## src/sv/twe_pkg.sv

```systemverilog
`timescale 1ns / 1ps

package twe_pkg;

  localparam int ConnIdW        = 6;
  localparam int SlotW          = 8;
  localparam int SizeW          = SlotW + 1;
  localparam int IdSpace        = 64;
  localparam int MaxSlots       = 256;
  localparam int NumConnDefault = 64;

  localparam logic [SlotW-1:0] TimeoutReset = SlotW'(3);

  typedef enum logic [1:0] {
    ReqAdd    = 2'd0,
    ReqDelete = 2'd1,
    ReqAdjust = 2'd2,
    ReqTick   = 2'd3
  } req_type_e;

  // Command from the request side into the wheel store
  typedef struct packed {
    logic               place;
    logic               drop;
    logic               tick;
    logic [ConnIdW-1:0] id;
    logic [SlotW-1:0]   slot;
    logic [SlotW-1:0]   cur;
  } twe_cmd_t;

  typedef struct packed {
    logic busy;
    logic done;
  } twe_stat_t;

endpackage

```

## src/sv/timing_wheel_expiry.sv

```systemverilog
// Channel   Direction  Handshake                Payload
// request   in         in_valid_i / in_stall_o   req_type_i, conn_id_i
// expiry    out        out_valid_o / out_stall_i expired_conn_o, expired_valid_o, last_o
// config    in         cfg_valid_i / cfg_ready_o timeout_ticks_i
//
// Add, delete and adjust leave no stall behind; the next transaction may follow at once.
// A tick stalls requests until its work is done: the scan reads the slot store once per id,
// drains the read pipeline and flushes the last result, then the remainder pass runs.
// After reset and after each config write the same remainder pass runs with
// requests stalled; activity bits clear at reset, so the slot store needs no clearing.
// A stalled expiry output holds the scan in place once a second hit is waiting.
`timescale 1ns / 1ps

module timing_wheel_expiry #(
  parameter int NUM_CONN = twe_pkg::NumConnDefault
) (
  input  logic                        clk_i,
  input  logic                        rst_ni,
  input  logic                        in_valid_i,
  output logic                        in_stall_o,
  input  logic [1:0]                  req_type_i,
  input  logic [twe_pkg::ConnIdW-1:0] conn_id_i,
  output logic                        out_valid_o,
  input  logic                        out_stall_i,
  output logic [twe_pkg::ConnIdW-1:0] expired_conn_o,
  output logic                        expired_valid_o,
  output logic                        last_o,
  input  logic                        cfg_valid_i,
  output logic                        cfg_ready_o,
  input  logic [twe_pkg::SlotW-1:0]   timeout_ticks_i
);
  import twe_pkg::*;

  logic [SlotW-1:0] tt_q, tt_d;
  logic [SlotW-1:0] cur_q, cur_d;
  logic             start_q, start_d;
  logic [SizeW-1:0] wheel_size;
  logic [SizeW-1:0] cur_next;
  logic [SizeW-1:0] dividend;
  logic [SlotW-1:0] place_slot;
  logic             mod_busy;
  logic             in_accept;
  logic             id_ok;
  twe_cmd_t         cmd;
  twe_stat_t        stat;

  assign cfg_ready_o = 1'b1;

  assign wheel_size = (32'(tt_q) + 32'd1 > 32'(MaxSlots)) ? SizeW'(MaxSlots)
                                                          : {1'b0, tt_q} + SizeW'(1);
  assign cur_next   = ({1'b0, cur_q} + SizeW'(1) >= wheel_size) ? '0
                                                                : {1'b0, cur_q} + SizeW'(1);
  assign dividend   = {1'b0, cur_q} + {1'b0, tt_q};

  assign in_stall_o = stat.busy || start_q || mod_busy;
  assign in_accept  = in_valid_i && !in_stall_o;
  assign id_ok      = (32'(conn_id_i) < NUM_CONN);

  always_comb begin
    cmd.place = in_accept && id_ok && (req_type_i == ReqAdd || req_type_i == ReqAdjust);
    cmd.drop  = in_accept && id_ok && (req_type_i == ReqDelete);
    cmd.tick  = in_accept && (req_type_i == ReqTick);
    cmd.id    = conn_id_i;
    cmd.slot  = place_slot;
    cmd.cur   = cur_q;
  end

  // Recompute the placement slot whenever the pointer or the timeout moves
  always_comb begin
    tt_d    = tt_q;
    cur_d   = cur_q;
    start_d = 1'b0;
    if (cfg_valid_i && cfg_ready_o) begin
      tt_d    = timeout_ticks_i;
      start_d = 1'b1;
    end
    if (stat.done) begin
      cur_d   = cur_next[SlotW-1:0];
      start_d = 1'b1;
    end
  end

  always_ff @(posedge clk_i or negedge rst_ni) begin
    if (!rst_ni) begin
      tt_q    <= TimeoutReset;
      cur_q   <= '0;
      start_q <= 1'b1;
    end else begin
      tt_q    <= tt_d;
      cur_q   <= cur_d;
      start_q <= start_d;
    end
  end

  twe_mod_unit u_mod (
    .clk_i      (clk_i),
    .rst_ni     (rst_ni),
    .start_i    (start_q),
    .dividend_i (dividend),
    .divisor_i  (wheel_size),
    .busy_o     (mod_busy),
    .rem_o      (place_slot)
  );

  twe_wheel_core #(
    .NUM_CONN (NUM_CONN)
  ) u_core (
    .clk_i       (clk_i),
    .rst_ni      (rst_ni),
    .cmd_i       (cmd),
    .stat_o      (stat),
    .out_valid_o (out_valid_o),
    .out_stall_i (out_stall_i),
    .out_conn_o  (expired_conn_o),
    .out_hit_o   (expired_valid_o),
    .out_last_o  (last_o)
  );

  a_empty_is_last: assert property (@(posedge clk_i) disable iff (!rst_ni)
    out_valid_o && !expired_valid_o |-> last_o)
    else $error("empty expiry result without last");

  a_tick_blocks_next: assert property (@(posedge clk_i) disable iff (!rst_ni)
    in_accept && req_type_i == ReqTick |=> in_stall_o)
    else $error("request taken right after a tick");

  a_pointer_in_wheel: assert property (@(posedge clk_i) disable iff (!rst_ni)
    stat.done |=> ({1'b0, cur_q} < wheel_size))
    else $error("slot pointer outside the wheel after a tick");

  a_place_settled: assert property (@(posedge clk_i) disable iff (!rst_ni)
    cmd.place |-> !mod_busy && !start_q)
    else $error("placement while slot remainder is in flight");

endmodule

```

## src/sv/twe_mod_unit.sv

```systemverilog
`timescale 1ns / 1ps

module twe_mod_unit (
  input  logic                      clk_i,
  input  logic                      rst_ni,
  input  logic                      start_i,
  input  logic [twe_pkg::SizeW-1:0] dividend_i,
  input  logic [twe_pkg::SizeW-1:0] divisor_i,
  output logic                      busy_o,
  output logic [twe_pkg::SlotW-1:0] rem_o
);
  import twe_pkg::*;

  localparam int CntW = $clog2(SizeW + 1);
  localparam logic [CntW-1:0] Steps = CntW'(SizeW);

  logic [CntW-1:0]  cnt_q, cnt_d;
  logic [SizeW-1:0] rem_q, rem_d;
  logic [SizeW-1:0] div_q, div_d;
  logic [SizeW-1:0] dsr_q, dsr_d;
  logic [SizeW:0]   trial;

  // Restoring remainder, one dividend bit per cycle
  always_comb begin
    cnt_d = cnt_q;
    rem_d = rem_q;
    div_d = div_q;
    dsr_d = dsr_q;
    trial = {rem_q, div_q[SizeW-1]};
    if (start_i) begin
      cnt_d = Steps;
      rem_d = '0;
      div_d = dividend_i;
      dsr_d = divisor_i;
    end else if (cnt_q != '0) begin
      if (trial >= {1'b0, dsr_q}) begin
        trial = trial - {1'b0, dsr_q};
      end
      rem_d = trial[SizeW-1:0];
      div_d = {div_q[SizeW-2:0], 1'b0};
      cnt_d = cnt_q - CntW'(1);
    end
  end

  always_ff @(posedge clk_i or negedge rst_ni) begin
    if (!rst_ni) begin
      cnt_q <= '0;
    end else begin
      cnt_q <= cnt_d;
    end
  end

  always_ff @(posedge clk_i) begin
    rem_q <= rem_d;
    div_q <= div_d;
    dsr_q <= dsr_d;
  end

  assign busy_o = (cnt_q != '0);
  assign rem_o  = rem_q[SlotW-1:0];

endmodule

```

## src/sv/twe_wheel_core.sv

```systemverilog
`timescale 1ns / 1ps

module twe_wheel_core #(
  parameter int NUM_CONN = twe_pkg::NumConnDefault
) (
  input  logic                        clk_i,
  input  logic                        rst_ni,
  input  twe_pkg::twe_cmd_t           cmd_i,
  output twe_pkg::twe_stat_t          stat_o,
  output logic                        out_valid_o,
  input  logic                        out_stall_i,
  output logic [twe_pkg::ConnIdW-1:0] out_conn_o,
  output logic                        out_hit_o,
  output logic                        out_last_o
);
  import twe_pkg::*;

  localparam int Depth = (NUM_CONN < IdSpace) ? NUM_CONN : IdSpace;
  localparam int IdxW  = $clog2(Depth);
  localparam logic [IdxW:0] DepthCnt = (IdxW+1)'(Depth);

  localparam logic [1:0] StIdle  = 2'd0;
  localparam logic [1:0] StScan  = 2'd1;
  localparam logic [1:0] StFlush = 2'd2;

  logic [1:0]         state_q, state_d;
  logic [IdxW:0]      cnt_q, cnt_d;
  logic               s1_vld_q, s1_vld_d;
  logic [IdxW-1:0]    s1_idx_q, s1_idx_d;
  logic [SlotW-1:0]   scan_slot_q, scan_slot_d;
  logic               pend_vld_q, pend_vld_d;
  logic [IdxW-1:0]    pend_id_q, pend_id_d;
  logic [Depth-1:0]   active_q, active_d;
  logic               out_vld_q, out_vld_d;
  logic [ConnIdW-1:0] out_conn_q, out_conn_d;
  logic               out_hit_q, out_hit_d;
  logic               out_last_q, out_last_d;

  logic [SlotW-1:0]   mem [Depth];
  logic [SlotW-1:0]   rd_data_q;
  logic               mem_we, mem_re;
  logic [IdxW-1:0]    wr_idx, rd_idx;

  logic out_free, match, hold, done;

  assign wr_idx   = cmd_i.id[IdxW-1:0];
  assign rd_idx   = cnt_q[IdxW-1:0];
  assign out_free = !out_vld_q || !out_stall_i;
  assign match    = s1_vld_q && active_q[s1_idx_q] && (rd_data_q == scan_slot_q);
  // A second hit cannot move on while the held one has nowhere to go
  assign hold     = match && pend_vld_q && !out_free;

  always_comb begin
    state_d     = state_q;
    cnt_d       = cnt_q;
    s1_vld_d    = s1_vld_q;
    s1_idx_d    = s1_idx_q;
    scan_slot_d = scan_slot_q;
    pend_vld_d  = pend_vld_q;
    pend_id_d   = pend_id_q;
    active_d    = active_q;
    out_vld_d   = out_vld_q && out_stall_i;
    out_conn_d  = out_conn_q;
    out_hit_d   = out_hit_q;
    out_last_d  = out_last_q;
    mem_we      = 1'b0;
    mem_re      = 1'b0;
    done        = 1'b0;

    case (state_q)
      StIdle: begin
        if (cmd_i.place) begin
          mem_we           = 1'b1;
          active_d[wr_idx] = 1'b1;
        end
        if (cmd_i.drop) begin
          active_d[wr_idx] = 1'b0;
        end
        if (cmd_i.tick) begin
          state_d     = StScan;
          cnt_d       = '0;
          s1_vld_d    = 1'b0;
          pend_vld_d  = 1'b0;
          scan_slot_d = cmd_i.cur;
        end
      end
      StScan: begin
        if (!hold) begin
          if (cnt_q != DepthCnt) begin
            mem_re   = 1'b1;
            s1_idx_d = rd_idx;
            s1_vld_d = 1'b1;
            cnt_d    = cnt_q + (IdxW+1)'(1);
          end else begin
            s1_vld_d = 1'b0;
          end
          if (match) begin
            active_d[s1_idx_q] = 1'b0;
            pend_vld_d         = 1'b1;
            pend_id_d          = s1_idx_q;
            // Release the previous hit; it is not the last one
            if (pend_vld_q) begin
              out_vld_d  = 1'b1;
              out_conn_d = ConnIdW'(pend_id_q);
              out_hit_d  = 1'b1;
              out_last_d = 1'b0;
            end
          end
          if (cnt_q == DepthCnt && !s1_vld_q) begin
            state_d = StFlush;
          end
        end
      end
      StFlush: begin
        if (out_free) begin
          out_vld_d  = 1'b1;
          out_conn_d = pend_vld_q ? ConnIdW'(pend_id_q) : '0;
          out_hit_d  = pend_vld_q;
          out_last_d = 1'b1;
          pend_vld_d = 1'b0;
          state_d    = StIdle;
          done       = 1'b1;
        end
      end
      default: begin
        state_d = StIdle;
      end
    endcase
  end

  always_ff @(posedge clk_i or negedge rst_ni) begin
    if (!rst_ni) begin
      state_q    <= StIdle;
      cnt_q      <= '0;
      s1_vld_q   <= 1'b0;
      pend_vld_q <= 1'b0;
      active_q   <= '0;
      out_vld_q  <= 1'b0;
    end else begin
      state_q    <= state_d;
      cnt_q      <= cnt_d;
      s1_vld_q   <= s1_vld_d;
      pend_vld_q <= pend_vld_d;
      active_q   <= active_d;
      out_vld_q  <= out_vld_d;
    end
  end

  always_ff @(posedge clk_i) begin
    s1_idx_q    <= s1_idx_d;
    scan_slot_q <= scan_slot_d;
    pend_id_q   <= pend_id_d;
    out_conn_q  <= out_conn_d;
    out_hit_q   <= out_hit_d;
    out_last_q  <= out_last_d;
  end

  // Slot store: one write port, one registered read port
  always_ff @(posedge clk_i) begin
    if (mem_we) begin
      mem[wr_idx] <= cmd_i.slot;
    end
    if (mem_re) begin
      rd_data_q <= mem[rd_idx];
    end
  end

  assign stat_o.busy = (state_q != StIdle);
  assign stat_o.done = done;
  assign out_valid_o = out_vld_q;
  assign out_conn_o  = out_conn_q;
  assign out_hit_o   = out_hit_q;
  assign out_last_o  = out_last_q;

endmodule

```

## config.mk

```make
export PLATFORM = sky130hd
export DESIGN_NAME = timing_wheel_expiry
export DESIGN_NICKNAME = d
export VERILOG_FILES = /design/src/sv/twe_pkg.sv /design/src/sv/timing_wheel_expiry.sv /design/src/sv/twe_mod_unit.sv /design/src/sv/twe_wheel_core.sv
export SDC_FILE = /design/constraint.sdc
export NUM_CORES = 1
export LEC_CHECK = 0
export BUFFER_PORTS_ARGS = -buffer_cell sky130_fd_sc_hd__clkbuf_2
export CELL_PAD_IN_SITES_DETAIL_PLACEMENT = 1
export CELL_PAD_IN_SITES_GLOBAL_PLACEMENT = 2
export CORE_MARGIN = 1
export CORE_UTILIZATION = 48
export CTS_CLUSTER_SIZE = 40
export DETAILED_ROUTE_END_ITERATION = 8
export GPL_TIMING_DRIVEN = 0
export PLACE_DENSITY = 0.86
export SYNTH_ARGS = -nofsm -noshare
export SYNTH_HDL_FRONTEND = slang
export SYNTH_HIERARCHICAL = 1
export SYNTH_SLANG_ARGS = --single-unit
```

## constraint.sdc

```tcl
create_clock -name clk_i -period 3.5 [get_ports clk_i]
set_input_delay 0.175 -clock clk_i [delete_from_list [all_inputs] [get_ports clk_i]]
set_output_delay 0.175 -clock clk_i [all_outputs]
set_load 0.02 [all_outputs]
```

==> reports/results.txt <==
The area growth from synthesis to layout is 15.6%. The number of sinks on the clock net is 672. The endpoint type of the worst setup path is a flop. Along the worst path, the maximum fanout reaches 10.

The number of nets in the synthesized netlist is 1918. The run gives 0.289 GHz as the peak clock frequency supported by timing. For hold timing, the worst endpoint is tt_q[1]. The clock root buffer is sky130_fd_sc_hd__clkbuf_16. The logs give 32 for the number of I/O pins and 0 for the leftover overflow at the end of global routing. The end-of-flow core utilization was 0.560. For flop-to-flop paths, the worst setup slack is 40 ps. By area, the combinational part of the netlist is dominated by multiplexers.

The cell with the most instances after synthesis is sky130_fd_sc_hd__edfxtp_1. The post-route antenna net violation count is 0. The Yosys step of the flow raised 6 warnings. The worst path needs 3460 ps of the cycle, external delays included. For this design, the slowest cell found on the critical path is sky130_fd_sc_hd__mux4_2. The count of mapped cells out of synthesis was 1860; the number of design-rule violations left by the first detailed-router iteration was 1838.

For the first-pass GRT wire length, the log shows 125000 µm. For the portion of the post-synthesis area used by sequential elements, the log shows 0.657. Launch instance of the worst min-delay path: cfg_valid_i.

The period utilization was 0.988. After synthesis, the netlist uses 85 different library cells. The number of standard-cell rows in the floorplan was 91. The run gives 0.271 as the global-route usage over all layers.

The number of buffers created by CTS is 72, and the die span in x is 251 µm. At the end of the flow, the number of nets in the layout was 2050. The power density normalized to cell area came out at 699 nW/µm². The number of antenna violations at the first check in global routing is 1, and the initial cell density of the core is 0.484. Clock latency on the worst-skew pair, taken at its later pin, is 620 ps. The worst hold path passes through 2 cells. The average via count per standard cell was 6.32; the share of cells above drive strength 1 was 0.269. Routability-driven placement finished with a final weighted congestion of 0.895. The critical path start-end classification is reg2reg.

Setup repair after global routing could not meet its margin everywhere. The largest single stage delay on the critical path is 600 ps. Among all flip-flop cells after synthesis, the most frequent one is sky130_fd_sc_hd__edfxtp_1. After filler insertion, the fill cell instance count of the layout stands at 5632. The clock arrives with 19.7 ps of skew. The mean post-synth cell area is 16.0 µm², and the required time of the critical path is 3830 ps. The startpoint identified for the worst register-to-register timing path is u_core/cnt_q[0]. The clock passes through at most 3 buffers.

The run gives 18926 as the via count of the first global-routing pass. The share of synthesized cell area in and, or, nand and nor gates was 0.0631; the detailed placement HPWL was 54000 µm. The post-synthesis xor/xnor area fraction is 0.00822.

The relative max-transition margin came out at 0.0631. The critical path contains buffers and inverters numbering 3 combined. The count of maximum capacitance violations was 0. In this run, synthesis produced a sequential element count of 672.

The final number of max-transition violations is 0, and the transition time of the tightest slew-check pin is 1400 ps. In this run, synthesis inferred 566 flip-flops with an integrated enable. Counting instances in the post-synthesis netlist gives the leading cell types as sky130_fd_sc_hd__edfxtp_1 (566), sky130_fd_sc_hd__mux4_2 (183), sky130_fd_sc_hd__nor2_1 (169).

The largest net degree at the start of global routing was 98. The final hold violation count is 0, and the number of search-and-repair iterations in the first detailed-routing pass is 5. The clock tree synthesis step divided the H-tree into 3 levels.

After floorplanning, the core was sized to cover 61600 µm². The run finished with clean final reports. The post-synthesis mux area share came out at 0.147. The die outline area was 63100 µm²; the fraction of synthesized cell area taken by the top area cell type was 0.570. Summing every instance area after synthesis gives 29800 µm². The number of antenna diodes in the final layout is 0. Setup violations remaining at the end of the flow were counted as 0. The critical path startpoint category was a flop. The final layout contains routed wiring with a total length of 84700 µm. Class of the most critical hold timing path: in2reg. Walking the worst path, the cells encountered are clkbuf_2, clkbuf_4, buf_2, mux4_2, mux4_2, mux4_2. Hold timing on the final database bottoms out at a slack of 98.0 ps. The per-cell routed wire length works out to 29.4 µm. After detailed routing, the number of remaining DRC violations is 0. The share of flip-flops with an asynchronous set or reset after synthesis is 0.144. Clock-pin slew was measured on the worst setup and hold paths at 50 ps.

The cell taking the most area after synthesis is sky130_fd_sc_hd__edfxtp_1. Counting cells, the worst reg-to-reg path comes to 6. The compound-gate portion of the synthesized area came out at 0.0812.

TritonCTS built the clock tree. The endpoint identified for the worst register-to-register timing path is u_core/rd_data_q[2]. The cell that appears most often on the critical path is sky130_fd_sc_hd__mux4_2. IR analysis of the VDD net gives a maximum drop of 0.000453 V. Broken down by cell family, the worst path's largest delay share belongs to multiplexers. Worst endpoint data arrival time: 3780 ps. In the post-synthesis netlist, the biggest area contributors are sky130_fd_sc_hd__edfxtp_1 (57%), sky130_fd_sc_hd__mux4_2 (14%), sky130_fd_sc_hd__dfrtp_1 (7.9%).

The die is 251 µm tall. Static leakage: 11.3 nW. The sum of negative setup slack is 0 ps, and the via count is 18221. The count of buffers added on input and output ports is 28. The post-synthesis share of cell area spent on full adders, half adders and majority gates was 0.0160.
==> worst max-delay path by stage <==
| stage | end | slack (ps) | from | depth (start not counted) |
|---|---|---|---|---|
| after global routing | u_core/rd_data_q[7] | 10 | u_core/cnt_q[0] | 6 |
| final | u_core/rd_data_q[2] | 40 | u_core/cnt_q[0] | 6 |
| after global placement | u_core/mem[38][0] | -1360 | u_mod/cnt_q[0] | 13 |
| after floorplan | u_core/mem[26][0] | 260 | u_mod/cnt_q[0] | 13 |
| after detailed placement | u_core/mem[39][3] | -1620 | u_mod/cnt_q[0] | 13 |
| after CTS | u_core/rd_data_q[0] | 2 | u_core/cnt_q[0] | 6 |
==> flip-flops by register name (all words and copies together), names as in the netlist, 2 cells and up <==
register            flops
cur_q                   8
tt_q                    8
u_core/active_q        64
u_core/cnt_q            7
u_core/mem            512
u_core/out_conn_o       6
u_core/pend_id_q        6
u_core/rd_data_q        8
u_core/s1_idx_q         6
u_core/scan_slot_q      8
u_core/state_q          2
u_mod/cnt_q             4
u_mod/div_q             9
u_mod/dsr_q             9
u_mod/rem_q             9
==> cell families (layout without fill, tap and decap cells) <==
family,count (synthesis),after routing
fa+ha+maj,37,37
xor+xnor,28,28
flops,672,672
buf+inv,178,364
mux,205,205
other cells,1,1
simple gates,378,378
compound gates,361,361
==> per-stage QoR <==
step | cell area, µm² | setup WS (ps) | std cells | power [mW]
after global routing | 34500 | 13.3 | 2883 | 24.9
final | 34500 | 43.2 | 2883 | 24.1
after CTS | 34300 | 2.12 | 2876 | 24.1
after global placement | 31000 | -1360 | 2725 | 16.2
after detailed placement | 31100 | -1620 | 2727 | 16.5
after floorplan | 29800 | 264 | 1860 | 14.3
==> report_power, final <==
group	internal, mW	total, mW	switching [mW]
Sequential	9.31	9.59	0.282
Combinational	2.55	6.90	4.35
Clock	4.44	7.59	3.15
==> layout make-up <==
class	instances	area (µm²)	share of cell area
timing repair buffer	60	584	0.0169
sequential	672	19600	0.569
buffer	130	678	0.0197
clock inverter	40	440	0.0128
tap	837	1050	0.0304
clock buffer	88	1880	0.0546
multi-input combinational	1010	10100	0.292
inverter	46	175	0.00508
==> timing repair <==
item / CTS / global route
hold endpoints to repair: 102 / 0
buffers inserted: 12 / 8
endpoints found under the setup margin: 609 / 596
hold buffers: 10 / 0
resized for setup: 217 / 30
pin swaps: 21 / 11
==> layer usage <==
layer	GRT usage	up-vias	routed length, µm
met4	0.105	0	3430
met1	0.354	9567	33000
met3	0.0505	197	5940
met2	0.453	815	42400
li1	-	7642	-
met5	0	-	0
==> cells in the final DEF (no fill, tap or decap), types with 44 or more instances in the layout <==
| cell | synthesis | final |
|---|---|---|
| sky130_fd_sc_hd__nor2_1 | 169 | 93 |
| sky130_fd_sc_hd__dfrtp_1 | 94 | 94 |
| sky130_fd_sc_hd__mux4_2 | 183 | 183 |
| sky130_fd_sc_hd__nor2_4 | 0 | 74 |
| sky130_fd_sc_hd__nand2_1 | 58 | 50 |
| sky130_fd_sc_hd__clkbuf_2 | 0 | 47 |
| sky130_fd_sc_hd__o21ai_0 | 110 | 109 |
| sky130_fd_sc_hd__inv_1 | 44 | 44 |
| sky130_fd_sc_hd__edfxtp_1 | 566 | 566 |
| sky130_fd_sc_hd__a21oi_1 | 71 | 71 |
| sky130_fd_sc_hd__a31oi_1 | 79 | 79 |
| sky130_fd_sc_hd__clkbuf_1 | 87 | 80 |
| sky130_fd_sc_hd__clkbuf_16 | 0 | 73 |
No activity file was read; power rests on OpenSTA's default activity.
